==> src/hw/rtl/fqr_pkg.sv <==
// shared types and codes for the positional-removal queue
package fqr_pkg;

  typedef enum logic [1:0] {
    OP_ENQ    = 2'd0,
    OP_DEQ    = 2'd1,
    OP_REMOVE = 2'd2,
    OP_PEEK   = 2'd3
  } op_t;

  // per-cell controls driven by the top level
  typedef struct packed {
    logic load;   // take the incoming item
    logic shift;  // take the neighbour's entry (closing up)
    logic sel;    // drive the entry onto the read bus
  } cell_ctl_t;

endpackage

==> src/hw/rtl/fqr_if.sv <==
// request and result channel interfaces of the positional-removal queue
interface fqr_in_if #(
  parameter int ITEM_W = 32,
  parameter int CNT_W  = 5
);
  logic              valid;
  logic              ready;
  logic [1:0]        op;
  logic [ITEM_W-1:0] item_in;
  logic [CNT_W-1:0]  position;

  modport source (output valid, output op, output item_in, output position, input ready);
  modport sink   (input valid, input op, input item_in, input position, output ready);
endinterface

interface fqr_out_if #(
  parameter int ITEM_W = 32,
  parameter int CNT_W  = 5
);
  logic              valid;
  logic              ready;
  logic              ok;
  logic [ITEM_W-1:0] item_out;
  logic [CNT_W-1:0]  count;
  logic              empty_res;

  modport source (output valid, output ok, output item_out, output count, output empty_res,
                  input ready);
  modport sink   (input valid, input ok, input item_out, input count, input empty_res,
                  output ready);
endinterface

==> src/hw/rtl/fqr_cell.sv <==
// one storage cell of the queue chain
module fqr_cell
  import fqr_pkg::*;
#(
  parameter int ITEM_W = 32
) (
  input  logic              clk,
  input  cell_ctl_t         ctl,
  input  logic [ITEM_W-1:0] item_in,
  input  logic [ITEM_W-1:0] nbr_data,
  output logic [ITEM_W-1:0] data_o,
  output logic [ITEM_W-1:0] rd_data
);

  logic [ITEM_W-1:0] data_r;
  logic [ITEM_W-1:0] data_nxt;

  always_comb begin
    priority if (ctl.load) begin
      data_nxt = item_in;
    end else if (ctl.shift) begin
      data_nxt = nbr_data;
    end else begin
      data_nxt = data_r;
    end
  end

  always_ff @(posedge clk) begin
    data_r <= data_nxt;
  end

  assign data_o  = data_r;
  assign rd_data = ctl.sel ? data_r : '0;

endmodule

==> src/hw/rtl/fifo_queue_with_positional_removal_core.sv <==
// top level: bounded queue with dequeue, removal and peek at a position
//
// in_ch carries one request per transaction: op (enqueue, dequeue head,
// remove at position, peek at position), item_in and a 1-based position.
// out_ch returns exactly one result per request, in order: ok, the removed
// or peeked item (zero on enqueue or failure), the count after the request
// and an empty flag.
// Entries sit in a row of DEPTH cells, head in cell 0. A removal makes every
// cell behind the gap take its neighbour's entry in the same cycle.
// The result is registered and valid in the cycle after the request transaction, and one
// request is taken every cycle while out_ch keeps up. The cycle is set by the
// position compare and the AND-OR read across all cells.
// A result register parts the channels: a new request is taken while the
// previous result is being taken in the same cycle. When the receiver stalls
// the result holds and in_ch.ready drops until it is taken.
// Reset empties the queue and clears the result valid flag; entry contents are
// left as they are and are never read before being written.
module fifo_queue_with_positional_removal_core
  import fqr_pkg::*;
#(
  parameter int DEPTH  = 16,
  parameter int ITEM_W = 32,
  parameter int CNT_W  = 5
) (
  input  logic      clk,
  input  logic      rst_n,
  fqr_in_if.sink    in_ch,
  fqr_out_if.source out_ch
);

  localparam logic [CNT_W-1:0] DEPTH_C = CNT_W'(DEPTH);

  logic [CNT_W-1:0]  cnt_r, cnt_nxt;
  logic              out_valid_r, out_ok_r, out_empty_r;
  logic [ITEM_W-1:0] out_item_r;
  logic [CNT_W-1:0]  out_count_r;

  logic              acc;
  op_t               op;
  logic              pos_ok;
  logic [CNT_W-1:0]  idx;
  logic              do_enq, do_take, do_peek, res_ok;
  logic [ITEM_W-1:0] rd_bus;

  cell_ctl_t         ctl   [DEPTH];
  logic [ITEM_W-1:0] data  [DEPTH];
  logic [ITEM_W-1:0] rd    [DEPTH];

  assign in_ch.ready = !out_valid_r || out_ch.ready;
  assign acc         = in_ch.valid && in_ch.ready;
  assign op          = op_t'(in_ch.op);
  assign pos_ok      = (in_ch.position != '0) && (in_ch.position <= cnt_r);
  // dequeue reads and removes at the head
  assign idx         = (op == OP_DEQ) ? '0 : in_ch.position - CNT_W'(1);

  always_comb begin
    do_enq  = 1'b0;
    do_take = 1'b0;
    do_peek = 1'b0;
    unique case (op)
      OP_ENQ:    do_enq  = acc && (cnt_r < DEPTH_C);
      OP_DEQ:    do_take = acc && (cnt_r != '0);
      OP_REMOVE: do_take = acc && pos_ok;
      OP_PEEK:   do_peek = acc && pos_ok;
      default:   do_peek = 1'b0;
    endcase
  end

  assign res_ok = do_enq || do_take || do_peek;

  always_comb begin
    priority if (do_enq) begin
      cnt_nxt = cnt_r + CNT_W'(1);
    end else if (do_take) begin
      cnt_nxt = cnt_r - CNT_W'(1);
    end else begin
      cnt_nxt = cnt_r;
    end
  end

  for (genvar i = 0; i < DEPTH; i++) begin : g_cell
    assign ctl[i].load  = do_enq && (cnt_r == CNT_W'(i));
    assign ctl[i].shift = do_take && (CNT_W'(i) >= idx) && (CNT_W'(i + 1) < cnt_r);
    assign ctl[i].sel   = (idx == CNT_W'(i));

    if (i == DEPTH - 1) begin : g_last
      fqr_cell #(.ITEM_W(ITEM_W)) u_cell (
        .clk      (clk),
        .ctl      (ctl[i]),
        .item_in  (in_ch.item_in),
        .nbr_data (data[i]),
        .data_o   (data[i]),
        .rd_data  (rd[i])
      );
    end else begin : g_mid
      fqr_cell #(.ITEM_W(ITEM_W)) u_cell (
        .clk      (clk),
        .ctl      (ctl[i]),
        .item_in  (in_ch.item_in),
        .nbr_data (data[i+1]),
        .data_o   (data[i]),
        .rd_data  (rd[i])
      );
    end
  end

  always_comb begin
    rd_bus = '0;
    for (int i = 0; i < DEPTH; i++) begin
      rd_bus = rd_bus | rd[i];
    end
  end

  always_ff @(posedge clk) begin
    if (!rst_n) begin
      cnt_r       <= '0;
      out_valid_r <= 1'b0;
    end else begin
      cnt_r <= cnt_nxt;
      if (acc) begin
        out_valid_r <= 1'b1;
      end else if (out_ch.ready) begin
        out_valid_r <= 1'b0;
      end
    end
  end

  always_ff @(posedge clk) begin
    if (acc) begin
      out_ok_r    <= res_ok;
      out_item_r  <= (do_take || do_peek) ? rd_bus : '0;
      out_count_r <= cnt_nxt;
      out_empty_r <= (cnt_nxt == '0);
    end
  end

  assign out_ch.valid     = out_valid_r;
  assign out_ch.ok        = out_ok_r;
  assign out_ch.item_out  = out_item_r;
  assign out_ch.count     = out_count_r;
  assign out_ch.empty_res = out_empty_r;

  a_cnt_bound: assert property (@(posedge clk) disable iff (!rst_n)
    cnt_r <= DEPTH_C)
    else $error("entry count above depth");

  a_enq_count: assert property (@(posedge clk) disable iff (!rst_n)
    do_enq |=> cnt_r == $past(cnt_r) + CNT_W'(1))
    else $error("enqueue did not raise the count");

  a_empty_flag: assert property (@(posedge clk) disable iff (!rst_n)
    out_valid_r |-> (out_empty_r == (out_count_r == '0)))
    else $error("empty flag disagrees with count");

  a_fail_zero: assert property (@(posedge clk) disable iff (!rst_n)
    (out_valid_r && !out_ok_r) |-> (out_item_r == '0))
    else $error("failed request returned a nonzero item");

endmodule
==> src/flat_wrapper.sv <==
// flat-port wrapper written by rule: the top's interface ports become plain ports
module fifo_queue_with_positional_removal_core_flat import fqr_pkg::*;
#(
  parameter int DEPTH  = 16,
  parameter int ITEM_W = 32,
  parameter int CNT_W  = 5
)
  (clk, rst_n, in_ch_valid, in_ch_op, in_ch_item_in, in_ch_position, in_ch_ready, out_ch_valid, out_ch_ok, out_ch_item_out, out_ch_count, out_ch_empty_res, out_ch_ready);
  fqr_in_if #(.ITEM_W(ITEM_W), .CNT_W(CNT_W)) in_ch_i ();
  fqr_out_if #(.ITEM_W(ITEM_W), .CNT_W(CNT_W)) out_ch_i ();
  input  logic clk;
  input  logic rst_n;
  input wire logic [$bits(in_ch_i.valid)-1:0] in_ch_valid;
  input wire logic [$bits(in_ch_i.op)-1:0] in_ch_op;
  input wire logic [$bits(in_ch_i.item_in)-1:0] in_ch_item_in;
  input wire logic [$bits(in_ch_i.position)-1:0] in_ch_position;
  output wire logic [$bits(in_ch_i.ready)-1:0] in_ch_ready;
  output wire logic [$bits(out_ch_i.valid)-1:0] out_ch_valid;
  output wire logic [$bits(out_ch_i.ok)-1:0] out_ch_ok;
  output wire logic [$bits(out_ch_i.item_out)-1:0] out_ch_item_out;
  output wire logic [$bits(out_ch_i.count)-1:0] out_ch_count;
  output wire logic [$bits(out_ch_i.empty_res)-1:0] out_ch_empty_res;
  input wire logic [$bits(out_ch_i.ready)-1:0] out_ch_ready;
  assign in_ch_i.valid = in_ch_valid;
  assign in_ch_i.op = in_ch_op;
  assign in_ch_i.item_in = in_ch_item_in;
  assign in_ch_i.position = in_ch_position;
  assign in_ch_ready = in_ch_i.ready;
  assign out_ch_valid = out_ch_i.valid;
  assign out_ch_ok = out_ch_i.ok;
  assign out_ch_item_out = out_ch_i.item_out;
  assign out_ch_count = out_ch_i.count;
  assign out_ch_empty_res = out_ch_i.empty_res;
  assign out_ch_i.ready = out_ch_ready;
  fifo_queue_with_positional_removal_core #(.DEPTH(DEPTH), .ITEM_W(ITEM_W), .CNT_W(CNT_W)) u_core (.clk(clk), .rst_n(rst_n), .in_ch(in_ch_i), .out_ch(out_ch_i));
endmodule
==> config.mk <==
export PLATFORM = sky130hd
export DESIGN_NAME = fifo_queue_with_positional_removal_core_flat
export DESIGN_NICKNAME = d
export VERILOG_FILES = /design/src/hw/rtl/fqr_pkg.sv /design/src/hw/rtl/fqr_if.sv /design/src/hw/rtl/fqr_cell.sv /design/src/hw/rtl/fifo_queue_with_positional_removal_core.sv /design/src/flat_wrapper.sv
export SDC_FILE = /design/constraint.sdc
export NUM_CORES = 1
export LEC_CHECK = 0
export BUFFER_PORTS_ARGS = -buffer_cell sky130_fd_sc_hd__clkbuf_2
export CAP_MARGIN = 40
export CORE_ASPECT_RATIO = 1.4
export CORE_MARGIN = 1
export CORE_UTILIZATION = 30
export CTS_CLUSTER_SIZE = 16
export DETAILED_ROUTE_END_ITERATION = 6
export GPL_ROUTABILITY_DRIVEN = 0
export SLEW_MARGIN = 20
export SYNTH_ARGS = -nofsm -noshare
export SYNTH_HDL_FRONTEND = slang
export SYNTH_SLANG_ARGS = --single-unit
==> constraint.sdc <==
create_clock -name clk -period 6.75 [get_ports clk]
set_input_delay 0.3375 -clock clk [delete_from_list [all_inputs] [get_ports clk]]
set_output_delay 0.3375 -clock clk [all_outputs]
set_load 0.05 [all_outputs]
After elaboration in Yosys (flattened, before gate mapping):

Cells that the tools add are included.

* bits in registers: 557
* input bits: 43
* output and inout port bits: 41
* logic and storage cells: 237

* add/sub/neg operators: 3
* $lt $le $gt $ge: 32
* eq/ne operators: 33
* mux-type cells: 54
* bitwise logic cells: 15
* reduce and logical (&&, ||, !) cells: 78

Operators with widths (count)
* $mux W32: 46
* $or A32 B32 Y32: 15
* $eq A5 B4 Y1 const B: 16
* $logic_and A1 B1 Y1: 51
* $eq A5 B3 Y1 const B: 8
* $lt A4 B5 Y1 const A: 8
* $ge A4 B5 Y1 const A: 7
* $reduce_bool A2 Y1: 16
* $eq A5 B2 Y1 const B: 4
* $ge A3 B5 Y1 const A: 4
* $lt A3 B5 Y1 const A: 4
* $logic_not A5 Y1: 3
* $mux W5: 3
* $eq A5 B1 Y1 const B: 2
* $ge A1 B5 Y1 const A: 2
* $ge A2 B5 Y1 const A: 2
* $lt A2 B5 Y1 const A: 2
* $reduce_bool A5 Y1: 2
* $sub A5 B1 Y5 const B: 2
* $add A5 B1 Y5 const B: 1
* $le A5 B5 Y1: 1
* $lt A1 B5 Y1 const A: 1
* $lt A5 B5 Y1 const B: 1
* $eq A2 B2 Y1 const B: 2
* 6 further kinds: 12

Logic depth before layout (Yosys ltp):

Gate-level depths: netlist (run 1).

* depth in word-level cells: 19
* gate-level depth with buffers: 14

Modules after synthesis:

Synthesis (run 1) repeated with hierarchy kept, for this count alone.

* cell total of the unflattened synthesis: 2098
* area total of the unflattened synthesis: 31196.2 um2

By module, submodules not included
* fqr_cell: instances 16, cells each 104, area each 1719.1 um2, sequential area each 960.9 um2
* fifo_queue_with_positional_removal_core: instances 1, cells each 434, area each 3689.8 um2, sequential area each 1291.2 um2

Worst setup path before layout (run 1):

OpenSTA, ideal clock, no wires.

* path type: register to register
* start: reg u_core.cnt_r[3]
* end: reg u_core.g_cell[12].g_mid.u_cell.data_r[0], enable pin
* setup time: 0.511 ns
* arrival: 5.603 ns
* path slack: 0.636 ns
* cell stages (with the launch flop): 11
* clock period less this slack: 6.114 ns
* cells stage by stage: dfxtp_1 > clkbuf_1 > inv_1 > ha_1 > nand4_1 > or2_2 > a21oi_1 > o21a_1 > clkbuf_1 > o21ai_0 > o41ai_1

* cells in the longest elaborated chain, start to end: 7
* elaborated cells between the ends (all ways): 15
* classes of those cells: 3 x order compare; 1 x eq/ne; 2 x mux; 9 x reduce/logical

Ends and longest elaborated chain
* start: declaration: RTL line fifo_queue_with_positional_removal_core.sv:33 `logic [CNT_W-1:0] cnt_r, cnt_nxt;`
* start signal: assignment: RTL line fifo_queue_with_positional_removal_core.sv:119 `cnt_r <= cnt_nxt;`
* $le A5 B5 Y1: RTL line fifo_queue_with_positional_removal_core.sv:52 `assign pos_ok = (in_ch.position != '0) && (in_ch.position <= cnt_r);`
* $logic_and A1 B1 Y1: RTL line fifo_queue_with_positional_removal_core.sv:52
* $logic_and A1 B1 Y1: RTL line fifo_queue_with_positional_removal_core.sv:63 `OP_REMOVE: do_take = acc && pos_ok;`
* $pmux W1 S2: RTL line fifo_queue_with_positional_removal_core.sv:60 `unique case (op)`
* $logic_and A1 B1 Y1 (2 in a row): RTL line fifo_queue_with_positional_removal_core.sv:83 `assign ctl[i].shift = do_take && (CNT_W'(i) >= idx) && (CNT_W'(i + 1) < cnt_r);`
* $reduce_bool A2 Y1 (no source line) *
* end signal: assignment: RTL line fqr_cell.sv:29 `data_r <= data_nxt;`
* end: declaration: RTL line fqr_cell.sv:15 `logic [ITEM_W-1:0] data_r;`

Mark *: on every way between the ends. The rest lies on a longest branch, timed or not.
A chain may end at the register's enable or synchronous reset.

Final worst setup path (run 1):

* start: in in_ch_position[0]
* end: reg u_core.g_cell[2].g_mid.u_cell.data_r[31], enable pin

* cells in the longest elaborated chain, start to end: 7
* elaborated cells between the ends (all ways): 11
* classes of those cells: 1 x add/sub; 2 x order compare; 2 x mux; 6 x reduce/logical

Ends and longest elaborated chain
* start: declaration: RTL line flat_wrapper.sv:16 `input wire logic [$bits(in_ch_i.position)-1:0] in_ch_position;`
* parallel branches: the longest is 4 deep, another holds $sub A5 B1 Y5
* $logic_and A1 B1 Y1 * (2 in a row): RTL line fifo_queue_with_positional_removal_core.sv:83
* $reduce_bool A2 Y1 (no source line) *
* end signal: assignment: RTL line fqr_cell.sv:29
* end: declaration: RTL line fqr_cell.sv:15

Mark *: on every way between the ends.

==> results of run 1 <==
[critical path: stages]
cell	delay, ns
sky130_fd_sc_hd__clkbuf_2	0.40
sky130_fd_sc_hd__inv_1	0.30
sky130_fd_sc_hd__ha_1	0.43
sky130_fd_sc_hd__nor3b_4	0.41
sky130_fd_sc_hd__xor2_2	0.32
sky130_fd_sc_hd__nand2b_1	0.56
sky130_fd_sc_hd__nand2_1	0.36
sky130_fd_sc_hd__or4_1	0.60
sky130_fd_sc_hd__o21ai_4	0.62
sky130_fd_sc_hd__buf_4	0.43
[metal layers]
metal,share of wire [%],vias up
li1,-,7488
met1,36,9587
met2,48,1366
met3,9.3,351
met4,6.6,8
met5,0.046,-
[cell usage in the layout (no fill, tap or decap), types with 8 or more instances in the layout]
master	synthesis	layout
sky130_fd_sc_hd__mux2_2	484	484
sky130_fd_sc_hd__nand2_1	70	65
sky130_fd_sc_hd__buf_4	5	69
sky130_fd_sc_hd__edfxtp_1	551	551
sky130_fd_sc_hd__nor2_1	39	35
sky130_fd_sc_hd__a221oi_1	26	26
sky130_fd_sc_hd__clkinv_2	0	9
sky130_fd_sc_hd__a31oi_1	31	31
sky130_fd_sc_hd__o22ai_1	12	12
sky130_fd_sc_hd__a21oi_1	42	42
sky130_fd_sc_hd__clkinv_1	2	16
sky130_fd_sc_hd__nor3_1	16	12
sky130_fd_sc_hd__clkbuf_1	82	9
sky130_fd_sc_hd__nand3_1	22	20
sky130_fd_sc_hd__ha_1	15	15
sky130_fd_sc_hd__a22o_1	22	22
sky130_fd_sc_hd__clkbuf_2	0	83
sky130_fd_sc_hd__a222oi_1	26	26
sky130_fd_sc_hd__clkbuf_16	0	53
sky130_fd_sc_hd__inv_1	9	9
sky130_fd_sc_hd__and3_1	17	12
sky130_fd_sc_hd__o21ai_0	24	19
sky130_fd_sc_hd__a22oi_1	92	92
sky130_fd_sc_hd__and2_1	9	8
sky130_fd_sc_hd__mux2i_1	20	20
[layout make-up]
type | instances | area [um^2]
Clock inverter | 37 | 378
Sequential cell | 557 | 16700
Fill cell | 8486 | 58600
Tap cell | 1188 | 1490
Timing Repair Buffer | 162 | 1090
Clock buffer | 62 | 1360
Multi-Input combinational cell | 1104 | 10000
Inverter | 11 | 41.3
Antenna cell | 1 | 2.50
[repair_timing]
| item | in CTS | in global routing |
|---|---|---|
| hold endpoints to repair | 1 | 0 |
| endpoints found under the setup margin | 0 | 0 |
| resized for setup | 0 | 0 |
| hold buffers | 1 | 0 |
[report_power, final]
part	internal, W	switching [W]
registers	0.00379	0.0000205
clock network	0.00172	0.00138
logic	0.000141	0.000422
total	0.00564	0.00183
[Yosys cell counts, types with 12 or more instances]
cell type and count:
sky130_fd_sc_hd__buf_2 43, sky130_fd_sc_hd__a21oi_1 42, sky130_fd_sc_hd__mux2i_1 20, sky130_fd_sc_hd__nor2_1 39
sky130_fd_sc_hd__a31oi_1 31, sky130_fd_sc_hd__edfxtp_1 551, sky130_fd_sc_hd__a22oi_1 92, sky130_fd_sc_hd__a222oi_1 26
sky130_fd_sc_hd__o22ai_1 12, sky130_fd_sc_hd__mux2_2 484, sky130_fd_sc_hd__clkbuf_1 82, sky130_fd_sc_hd__nand2_1 70
sky130_fd_sc_hd__a22o_1 22, sky130_fd_sc_hd__o21ai_0 24, sky130_fd_sc_hd__nor3_1 16, sky130_fd_sc_hd__a221oi_1 26
sky130_fd_sc_hd__and3_1 17, sky130_fd_sc_hd__ha_1 15, sky130_fd_sc_hd__buf_1 17, sky130_fd_sc_hd__nand3_1 22
[cell families after synthesis]
kind of cell | after synthesis
DFF | 557
muxes | 504
AOI/OAI and AO/OA | 361
and+or+nand+nor | 218
buffers and inverters | 164
adders and majority gates | 15
xor gates and xnor gates | 6
[registers in the layout (all words and copies together), names as in the netlist]
signal and count:
u_core.out_ch.item_out 32, u_core.cnt_r 5, u_core.out_ch.valid 1, u_core.out_ch.empty_res 1, u_core.out_ch.count 5, u_core.out_ch.ok 1, u_core.g_cell.g_last.u_cell.data_o 32, u_core.g_cell.g_mid.u_cell.data_o 480
[final timing paths]
kind                                                            endpoint  slack (ns)
worst min-delay path                                     u_core.cnt_r[2]        0.03
worst max-delay path            u_core.g_cell[2].g_mid.u_cell.data_o[31]        2.21
worst max register to register  u_core.g_cell[2].g_mid.u_cell.data_o[31]        2.31
worst min register to register  u_core.g_cell[8].g_mid.u_cell.data_o[17]        0.58
[stage by stage]
step           instances  util (%)  total power (W)  setup WS, ns  hold slack [ns]
2_1_floorplan       1825         -          0.00418         0.636            0.436
3_3_place_gp        3010      32.5          0.00441          1.75            0.554
3_5_place_dp        3019      32.6          0.00442          1.70            0.562
4_1_cts             3119      34.6          0.00749          2.30           0.0114
5_1_grt             3122      34.6          0.00762          2.02           0.0301
6_report            3122      34.6          0.00747          2.21           0.0331
==> impl_summary.md, run 1 <==
Drt
The routed layout has 18800 vias. The average detailed-routed wire length per instance is 33.3 um. The first TritonRoute pass finished after 7 iterations.

The detail route stage leaves a number of antenna-violating nets equal to 0. The DRC violation count after routing is 0. The wire length reported by the detailed router is 104 mm.

The detailed router finished its first iteration with 2755 violations. Dividing the detail-routed via count by the number of cells gives 6.02.

Placement
The wire-length estimate of the detail-placed layout is 62.0 mm. The placed instance area is 29300 um^2. Port buffering added 83 buffers.

Global route
The met3 usage in global routing is 4.29%. The number of antenna violations at the first check in global routing came to 5. The maximum number of pins on one net before global-route repair is 40. The global-route track usage on met1 is 26.1%. The most congested layer reported by global routing is met2. The number of global-route vias before repair is 18817.

The aggregate global-route resource usage is 22.0%. The global-route wire length before repair is 144 mm. The met2 track utilization from global routing is 37.2%. The total grt overflow is 0.

Logic synthesis
After synthesis the netlist holds a flip-flop and latch count of 557. The share of flip-flops with an asynchronous set or reset is 0%. The share of Yosys cell area claimed by the top area cell type is 60.9%. After synthesis, the largest family of logic cells by area is multiplexers.

The share of the synthesized netlist area taken by xor and xnor gates is 0.249%. Of all cell types, the one taking the most synthesized area is sky130_fd_sc_hd__edfxtp_1. The mean instance size in the synthesized netlist is 14.9 um^2. The count of flip-flops with a built-in enable after synthesis is 551. The total nets after synthesis is 1883. The number of cells produced by synthesis is 1825. The synthesized netlist contains 78 unique library cells. The share of cell area taken by muxes after synthesis is 20.8%. The main flop type after synthesis is sky130_fd_sc_hd__edfxtp_1. Summing the areas of all compound-gate instances in the mapped netlist gives 10.1% of the synthesized area. The arithmetic-cell share of the synthesized area counting full adders, half adders and majority gates is 0.691%.

Yosys attributes the largest share of cell area to sky130_fd_sc_hd__edfxtp_1, sky130_fd_sc_hd__mux2_2, sky130_fd_sc_hd__a22oi_1. Summing every instance area after synthesis gives 27200 um^2. The portion of the post-synthesis area used by sequential elements is 61.4%. Of the total synthesized cell area, the portion taken by AND, OR, NAND and NOR gates is 4.12%. The Yosys step of the flow raised 0 warnings.

Floorplan
The die is 256 um wide. The effective utilization at floorplan is 30.3%. Measured along the y axis, the die boundary spans 358 um. The floorplan row count is 130. The number of placed I/O pins is 84. The core outline area is 89600 um^2. The die covers 91800 um^2.

Worst setup path
Tracing the worst setup path back leads to its startpoint at in_ch_position[0]. In this run the worst path has a maximum fanout of 20. The start of the worst register-to-register path is u_core.cnt_r[4].

The required time of the critical path is 7.03 ns. The category of the worst setup path launch point is a primary input. STA classifies the critical path endpoint as a flip-flop. The data arrival time of the worst path is 4.83 ns.

The class of the most critical setup path is in -> reg. Counting cells, the worst reg-to-reg path comes to 10.

Job
Max-cap violations in this run came to 0.

Clock network
The number of clock sinks is 557. The H-tree depth reported by CTS is 2. The root buffer cell is sky130_fd_sc_hd__clkbuf_16. The maximum clock path buffer count is 3. TritonCTS built the clock tree.

After clock tree synthesis, the clock-pin slew on the worst setup and hold paths is 0.07 ns. The TritonCTS buffer count is 53. For the worst-skew pair, the clock arrives at the later sink with an insertion delay of 0.61 ns.

The post-CTS repair timing setup buffer count is 0.

Timing
The clock arrives with 0.0126 ns of skew. The final hold violation count is 0. Setup violations remaining at the end of the flow were counted as 0. Measured against its own limit, the worst slew margin works out to 38.1%. Of the available clock period, the critical path in the final layout requires 67.3%.

Setup repair after global routing left no endpoint under its margin. The maximum operating frequency is 0.220 GHz. The final setup TNS is 0 ns. The max-slew violation count came to 0. At the pin with the least slew margin, the transition time is 0.929 ns. The smallest clock period supported by the final layout is computed as 4.54 ns.

Layout
The share of post-route cells with drive strength above 1 is 40.6%. After routing the design area is 31000 um^2. Compared with the post-synthesis result, the final layout area differs by 14.3%. After the last flow step, the layout net total stands at 1947.

Outcome
The run finished with clean final reports.

Min path
The hold-critical path depth is 2. The startpoint of the lowest-slack hold path is rst_n. The path class of the tightest hold or removal check is in -> reg.

Power and ir drop
For this design the static power due to leakage is 9.91 nW. The peak ir drop on the vdd network is 0.201 mV. Power spread over the standard cell area amounts to 241 nW/um^2.
(Power assumes the default switching activity.)
==> run 2: changes to the inputs <==
==> constraint.sdc (replaced) <==
create_clock -name clk -period 3.74 [get_ports clk]
set_input_delay 0.187 -clock clk [delete_from_list [all_inputs] [get_ports clk]]
set_output_delay 0.187 -clock clk [all_outputs]
set_load 0.05 [all_outputs]
==> run 2 against run 1 <==
Critical path type unchanged. Sequential power grew 80%. Core utilization grew 0.84 points. Clock power grew 74%. Final area grew 2.4%. Highest routed layer unchanged. Non-clock buffer count grew 80. Largest cell class unchanged. First-iteration DRC count grew 11%. The flow now finishes with violations (DRC).
==> impl_summary.md, run 2 (synthesis results as in run 1) <==
Outcome
Result of the run: complete, but fails checks (was finished, final reports clean). The final reports fail on DRC.

Drt
The final antenna-violating net count is 0 (unchanged). The iteration count of the initial detailed-routing pass is 7 (unchanged). The via-per-instance ratio is 6.09 (was 6.02). The DRC violation count after routing came to 2 (was 0). The wire length reported by the detailed router is 107 mm (was 104 mm). The DRC marker count from the first detailed-route iteration is 3058 (was 2755).

The vias after detailed routing is 19494 (was 18800). The average detailed-routed wire length per instance came to 33.6 um (was 33.3 um).

Worst setup path
The required time of the critical path is 4.03 ns (was 7.03 ns). The largest driver fanout on the critical path is 11 (was 20). The class of the most critical setup path is in -> reg (unchanged). The data arrival time of the worst path is 3.90 ns (was 4.83 ns).

The kind of end point of the critical path is a flip-flop (unchanged). The path depth of the worst reg2reg path is 9 (was 10). The start of the worst register-to-register path is u_core.cnt_r[4] (unchanged). The endpoint of the worst-slack reg-to-reg timing path is u_core.g_cell[3].g_mid.u_cell.data_o[2] (was u_core.g_cell[2].g_mid.u_cell.data_o[31]). The category of the worst setup path launch point was a primary input (unchanged). The register-to-register setup slack was 0.17 ns (was 2.31 ns).

Timing
The pin slew with the least headroom to its limit is 0.921 ns (was 0.929 ns). The worst path needs 3.61 ns of the cycle, external delays included. The count of endpoints failing setup in the final report came to 0 (unchanged). The setup slack of the critical path after layout came to 0.126 ns (was 2.21 ns). The clock skew after layout came to 0.0178 ns (was 0.0126 ns).

The max-slew violation count came to 0 (unchanged). The final setup TNS is 0 ns (unchanged). The ratio of final minimum period to clock period is 96.6%. The final hold violation count came to 0 (unchanged). The relative slew slack was 38.1% (about the same). Based on the critical path, the design can be clocked at up to 0.277 GHz. The worst hold slack is 0.0129 ns (was 0.0331 ns). Unrepaired setup endpoints after global routing: false (unchanged).

Placement
The placed wire-length estimate after detailed placement is 67.4 mm (was 62.0 mm). The placed cell count is 3085 (was 3019). The number of buffer cells added on primary ports is 83 (unchanged). The placed instance area was 30000 um^2 (was 29300 um^2).

The setup slack after placement came to -0.270 ns (was 1.70 ns).

Floorplan
The core outline area is 89600 um^2 (unchanged). The die width is 256 um (unchanged). The effective utilization at floorplan is 30.3% (unchanged).

The overall die area came to 91800 um^2 (unchanged). The floorplan row count is 130 (unchanged). The number of placed I/O pins is 84 (unchanged). The floorplan die height is 358 um (unchanged).

Global route
The total grt overflow was 0 (unchanged). The met3 usage in global routing is 4.26% (was 4.29%). The number of global-route vias before repair was 19361 (was 18817). The most congested layer reported by global routing is met2 (unchanged). The maximum number of pins on one net before global-route repair is 34 (was 40). The global-route wire length before repair was 148 mm (was 144 mm). The met2 track utilization from global routing was 37.5% (was 37.2%).

The number of antenna violations at the first check in global routing is 5 (unchanged). The aggregate global-route resource usage was 22.6% (was 22.0%). The global-route track usage on met1 came to 27.1% (was 26.1%).

Min path
The startpoint of the lowest-slack hold path was in_ch_item_in[30] (was rst_n). The end of the worst hold path is u_core.g_cell[15].g_last.u_cell.data_o[30] (was u_core.cnt_r[2]). The hold-critical path depth is 1 (was 2). The type of the worst min-delay path was in -> reg (unchanged).

Job
The number of maximum-capacitance constraint violations is 0 (unchanged).

Power and ir drop
The power per unit of standard cell area is 420 nW/um^2 (was 241 nW/um^2). The leakage power is 10.3 nW (was 9.91 nW). The peak ir drop on the vdd network is 0.326 mV (was 0.201 mV).

Clock network
The TritonCTS buffer count came to 52 (was 53). The number of clock sinks is 557 (unchanged). The H-tree depth reported by CTS is 2 (unchanged). The root buffer cell is sky130_fd_sc_hd__clkbuf_16 (unchanged). The clock transition at the registers of the reported paths is 0.06 ns (was 0.07 ns).

The maximum clock path buffer count is 3 (unchanged). The TritonCTS clock tree is yes (unchanged). The post-CTS repair timing setup buffer count was 0 (unchanged).

The clock latency at the later pin of the worst-skew pair is 0.62 ns (was 0.61 ns).

Layout
The layout net count came to 2026 (was 1947). The synthesis-to-layout area growth was 17.1% (was 14.3%). The commonest non-fill, non-tap cell in the layout is sky130_fd_sc_hd__edfxtp_1 (unchanged).

The number of filler cells placed in the layout is 8421 (was 8486). The flip-flop count of the largest register after layout is 480 (unchanged). The share of post-route cells with drive strength above 1 came to 42.1% (was 40.6%).

The post-route cell area was 31800 um^2 (was 31000 um^2). The final cell count without fillers is 3199 (was 3122). Top library cells by usage in the layout, fill and taps aside: sky130_fd_sc_hd__edfxtp_1, sky130_fd_sc_hd__mux2_2, sky130_fd_sc_hd__buf_4, sky130_fd_sc_hd__a22oi_1, sky130_fd_sc_hd__clkbuf_2 (was sky130_fd_sc_hd__edfxtp_1, sky130_fd_sc_hd__mux2_2, sky130_fd_sc_hd__a22oi_1, sky130_fd_sc_hd__clkbuf_2, sky130_fd_sc_hd__buf_4).
run 2: changes by cell type in the layout (fill, tap and decap cells not counted), sizes merged:
cell,delta
buf,+65
clkinv,+2
bufinv,-3
dlygate4sd3,+16
inv,-3
clkbuf,+1
clkdlybuf4s15,-1
clkinvlp,-1
diode,+1
run 2: power by group:
group          total, W  internal, W  switching, W
Combinational   0.00111     0.000317      0.000791
Clock           0.00539      0.00291       0.00247
Sequential      0.00687      0.00683     0.0000372
run 2: stage by stage:
stage | power (W) | utilization [%]
3_5_place_dp | 0.00806 | 33.4
5_1_grt | 0.0136 | 35.5
2_1_floorplan | 0.00755 | -
3_3_place_gp | 0.00805 | 33.3
6_report | 0.0134 | 35.5
4_1_cts | 0.0134 | 35.5
run 2: what timing repair did:
action / in CTS / in global routing
resized for setup: 0 / 1
endpoints found under the hold margin: 20 / 0
hold buffers: 17 / 0
endpoints found under the setup margin: 0 / 22
run 2: area by class of cell:
cell class	count	area (um^2)	area share (%)
antenna	2	5.00	0.0157
multi-input combinational	1104	10000	31.5
sequential	557	16700	52.4
timing repair buffer	242	1920	6.03
tap	1188	1490	4.68
clock inverter	32	265	0.834
clock buffer	63	1390	4.36
inverter	11	41.3	0.130
run 2: worst max path at each step:
stage | start | to | slack, ns | cells past startpoint
after floorplan | u_core.cnt_r[1] | u_core.g_cell[13].g_mid.u_cell.data_o[0] | -0.45 | 7
after global placement | in_ch_position[0] | u_core.out_ch.item_out[5] | -0.23 | 11
after detailed placement | in_ch_position[0] | u_core.out_ch.item_out[5] | -0.27 | 11
after CTS | u_core.cnt_r[3] | u_core.g_cell[3].g_mid.u_cell.data_o[4] | 0.09 | 9
after global routing | u_core.cnt_r[3] | u_core.g_cell[3].g_mid.u_cell.data_o[0] | 0.05 | 9
final | in_ch_position[0] | u_core.out_ch.item_out[5] | 0.13 | 11
run 2: worst max-delay path, cell delays in order:
cell and delay [ns]:
sky130_fd_sc_hd__clkbuf_2 0.13, sky130_fd_sc_hd__inv_1 0.21, sky130_fd_sc_hd__ha_1 0.48, sky130_fd_sc_hd__or2_2 0.19
sky130_fd_sc_hd__o21ai_0 0.10, sky130_fd_sc_hd__a21oi_1 0.69, sky130_fd_sc_hd__or3_1 0.46, sky130_fd_sc_hd__buf_4 0.34
sky130_fd_sc_hd__o21ai_0 0.13, sky130_fd_sc_hd__a2111oi_0 0.65, sky130_fd_sc_hd__a31oi_1 0.32
run 2: metal layers:
metal | part of all wire (%) | vias up
met2 | 47 | 1496
li1 | - | 7674
met4 | 7.2 | 6
met5 | 0.027 | -
met3 | 10 | 399
met1 | 36 | 9919
==> run 3: changes to the inputs <==
==> constraint.sdc (replaced) <==
create_clock -name clk -period 3.74 [get_ports clk]
set_input_delay 0 -clock clk [delete_from_list [all_inputs] [get_ports clk]]
set_output_delay 0 -clock clk [all_outputs]
set_load 0.05 [all_outputs]
==> run 3 against run 2 <==
The run now ends clean. Register-to-register slack better by 0.11 ns. Final cell count grew 0.22%. Critical path depth shrank 2. Setup slack better by 0.16 ns. Sequential share of layout area barely moved. First-iteration DRC count down 13%. Highest routed layer is now met4.
==> impl_summary.md, run 3 (synthesis results as in run 1) <==
Clock network
The post-cts resize count is 0 (unchanged). The clock latency at the later pin of the worst-skew pair is 0.62 ns (about the same). The root buffer cell is sky130_fd_sc_hd__clkbuf_16 (unchanged). The TritonCTS buffer count is 52 (unchanged). The post-CTS repair timing setup buffer count is 0 (unchanged). The H-tree depth reported by CTS is 2 (unchanged). The clock transition at the registers of the reported paths is 0.08 ns (was 0.06 ns).

The maximum clock path buffer count was 3 (unchanged). The number of clock sinks is 557 (unchanged). The TritonCTS clock tree was yes (unchanged). The number of buffers inserted for hold repair after clock tree synthesis is 35 (was 17).

Floorplan
The core outline area is 89600 um^2 (unchanged). The overall die area came to 91800 um^2 (unchanged). The die width came to 256 um (unchanged). The floorplan row count is 130 (unchanged). The effective utilization at floorplan came to 30.3% (unchanged). The floorplan die height is 358 um (unchanged).

The number of placed I/O pins is 84 (unchanged).

Worst setup path
The critical path's largest stage delay was 0.62 ns (was 0.69 ns). The kind of end point of the critical path is a flip-flop (unchanged). The largest driver fanout on the critical path was 16 (was 11). The worst-path cell with the longest stage delay is sky130_fd_sc_hd__or4_1 (was sky130_fd_sc_hd__a21oi_1). The origin of the worst setup path is u_core.cnt_r[3] (was in_ch_position[0]). Crit path cell chain: inv_1 > ha_1 > nand4_1 > or2_2 > a21oi_1 > o21ai_1 > or4_1 > o21bai_4 > buf_4 (was clkbuf_2 > inv_1 > ha_1 > or2_2 > o21ai_0 > a21oi_1 > or3_1 > buf_4 > o21ai_0 > a2111oi_0 > a31oi_1). The data arrival time of the worst path is 3.72 ns (was 3.90 ns). The required time of the critical path is 4.01 ns (was 4.03 ns). The category of the worst setup path launch point is a flip-flop (was primary input). The class of the most critical setup path was reg -> reg (was in -> reg). The start of the worst register-to-register path is u_core.cnt_r[3] (was u_core.cnt_r[4]).

Drt
The final antenna-violating net count is 0 (unchanged). The DRC marker count from the first detailed-route iteration is 2674 (was 3058). The vias after detailed routing is 19039 (was 19494). The via-per-instance ratio is 5.94 (was 6.09). The DRC violation count after routing is 0 (was 2). The wire length reported by the detailed router is 103 mm (was 107 mm). The average detailed-routed wire length per instance is 32.1 um (was 33.6 um).

The iteration count of the initial detailed-routing pass is 6 (was 7).

Placement
The placed wire-length estimate after detailed placement is 63.9 mm (was 67.4 mm). The number of buffer cells added on primary ports is 83 (unchanged). The placed instance area was 29800 um^2 (was 30000 um^2).

The placed cell count came to 3071 (was 3085). The setup slack after placement is 0.335 ns (was -0.270 ns).

Timing
The clock skew after layout is 0.0188 ns (was 0.0178 ns). The maximum operating frequency is 0.289 GHz (was 0.277 GHz). The count of endpoints failing setup in the final report came to 0 (unchanged).

The final period demand of the worst path is 3.46 ns (was 3.61 ns). Unrepaired setup endpoints after global routing: false (unchanged). The max-slew violation count is 0 (unchanged). The ratio of final minimum period to clock period is 92.4% (was 96.6%). The worst hold slack is 0.246 ns (was 0.0129 ns). The relative slew slack is 37.9% (was 38.1%). The final hold violation count is 0 (unchanged). The setup slack of the critical path after layout was 0.283 ns (was 0.126 ns). The pin slew with the least headroom to its limit came to 0.927 ns (was 0.921 ns).

Power and ir drop
The post-route total power was 0.0132 W (was 0.0134 W). The peak ir drop on the vdd network was 0.388 mV (was 0.326 mV). The share of total power in combinational logic is 8.3% (about the same). The switching component of the power was 0.00330 W (about the same). The power per unit of standard cell area is 416 nW/um^2 (was 420 nW/um^2). The leakage power came to 10.3 nW (about the same).

The power share of the sequential group is 51.9% (was 51.4%). The clock share of power came to 39.8% (was 40.3%). The internal power summed over all cells is 0.00993 W (was 0.0101 W).

The share of total power consumed by net switching is 25.0% (was 24.7%).

Global route
The maximum number of pins on one net before global-route repair is 40 (was 34). The total grt overflow came to 0 (unchanged). The number of global-route vias before repair is 19127 (was 19361).

The aggregate global-route resource usage is 21.8% (was 22.6%). The number of antenna violations at the first check in global routing is 3 (was 5). The global-route wire length before repair is 143 mm (was 148 mm).

Job
The number of maximum-capacitance constraint violations came to 0 (unchanged).

Layout
The commonest non-fill, non-tap cell in the layout is sky130_fd_sc_hd__edfxtp_1 (unchanged). The number of filler cells placed in the layout came to 8505 (was 8421). The synthesis-to-layout area growth is 17.2% (was 17.1%). The share of post-route cells with drive strength above 1 is 41.2% (was 42.1%). The final cell count without fillers came to 3206 (was 3199). The flip-flop count of the largest register after layout came to 480 (unchanged). Top library cells by usage in the layout, fill and taps aside: sky130_fd_sc_hd__edfxtp_1, sky130_fd_sc_hd__mux2_2, sky130_fd_sc_hd__buf_4, sky130_fd_sc_hd__a22oi_1, sky130_fd_sc_hd__clkbuf_2 (unchanged). The post-route cell area is 31800 um^2 (about the same). The layout net count is 2032 (was 2026).

Min path
The startpoint of the lowest-slack hold path is rst_n (was in_ch_item_in[30]). The type of the worst min-delay path is in -> reg (unchanged).

Outcome
Result of the run: finished, final reports clean (was complete, but fails checks).
## run 3: changes by cell type in the layout (fill, tap and decap cells not counted), moves of 2 or more
cell,change
sky130_fd_sc_hd__dlygate4sd3_1,+18
sky130_fd_sc_hd__buf_12,+2
sky130_fd_sc_hd__buf_4,-10
sky130_fd_sc_hd__clkbuf_1,+2
sky130_fd_sc_hd__bufinv_16,-2
sky130_fd_sc_hd__buf_16,-2
## run 3: critical path, delay by kind of cell (launching register included)
family	cells	cell delay (ns)
fa+ha+maj	1	0.35
flops	1	0.59
simple gates	3	1.02
compound gates	3	0.51
buf+inv	2	0.62
## run 3: per-stage QoR
stage,utilization [%],TNS (ns)
2_1_floorplan,-,-35.22
3_3_place_gp,33.3,0
3_5_place_dp,33.3,0
4_1_cts,35.5,0
5_1_grt,35.5,0
6_report,35.5,0
## run 3: path summary, 6_finish.rpt
kind                                         endpoint  cells past startpoint  slack [ns]
min reg2reg  u_core.g_cell[13].g_mid.u_cell.data_o[5]                      1        0.58
max reg2reg  u_core.g_cell[3].g_mid.u_cell.data_o[19]                      9        0.28
min                                   u_core.cnt_r[4]                      3        0.25
max          u_core.g_cell[3].g_mid.u_cell.data_o[19]                      9        0.28
## run 3: final cells by class
type,instances,area (um^2),area share [%]
diodes,2,5.00,0.0157
clock buffers,65,1390,4.38
clock inverters,31,211,0.665
inverters,11,41.3,0.130
multi-input cells,1104,10000,31.5
flip-flops and latches,557,16700,52.4
well taps,1188,1490,4.67
repair buffers,248,1990,6.26
## run 3: layer usage
metal	track usage [%]	part of all wire, %	vias to the layer above
li1	-	-	7679
met1	25.7	36	9712
met2	36.4	47	1282
met3	4.01	8.9	366
met4	14.4	7.2	0
met5	0	0	-
## run 3: power groups by stage
stage | sequential, W | clock, W | combinational [W]
floorplan | 0.00708 | 0 | 0.000469
global placement | 0.00701 | 0 | 0.00102
detailed placement | 0.00701 | 0 | 0.00103
CTS | 0.00687 | 0.00532 | 0.00107
global route | 0.00687 | 0.00550 | 0.00113
finish | 0.00687 | 0.00527 | 0.00109
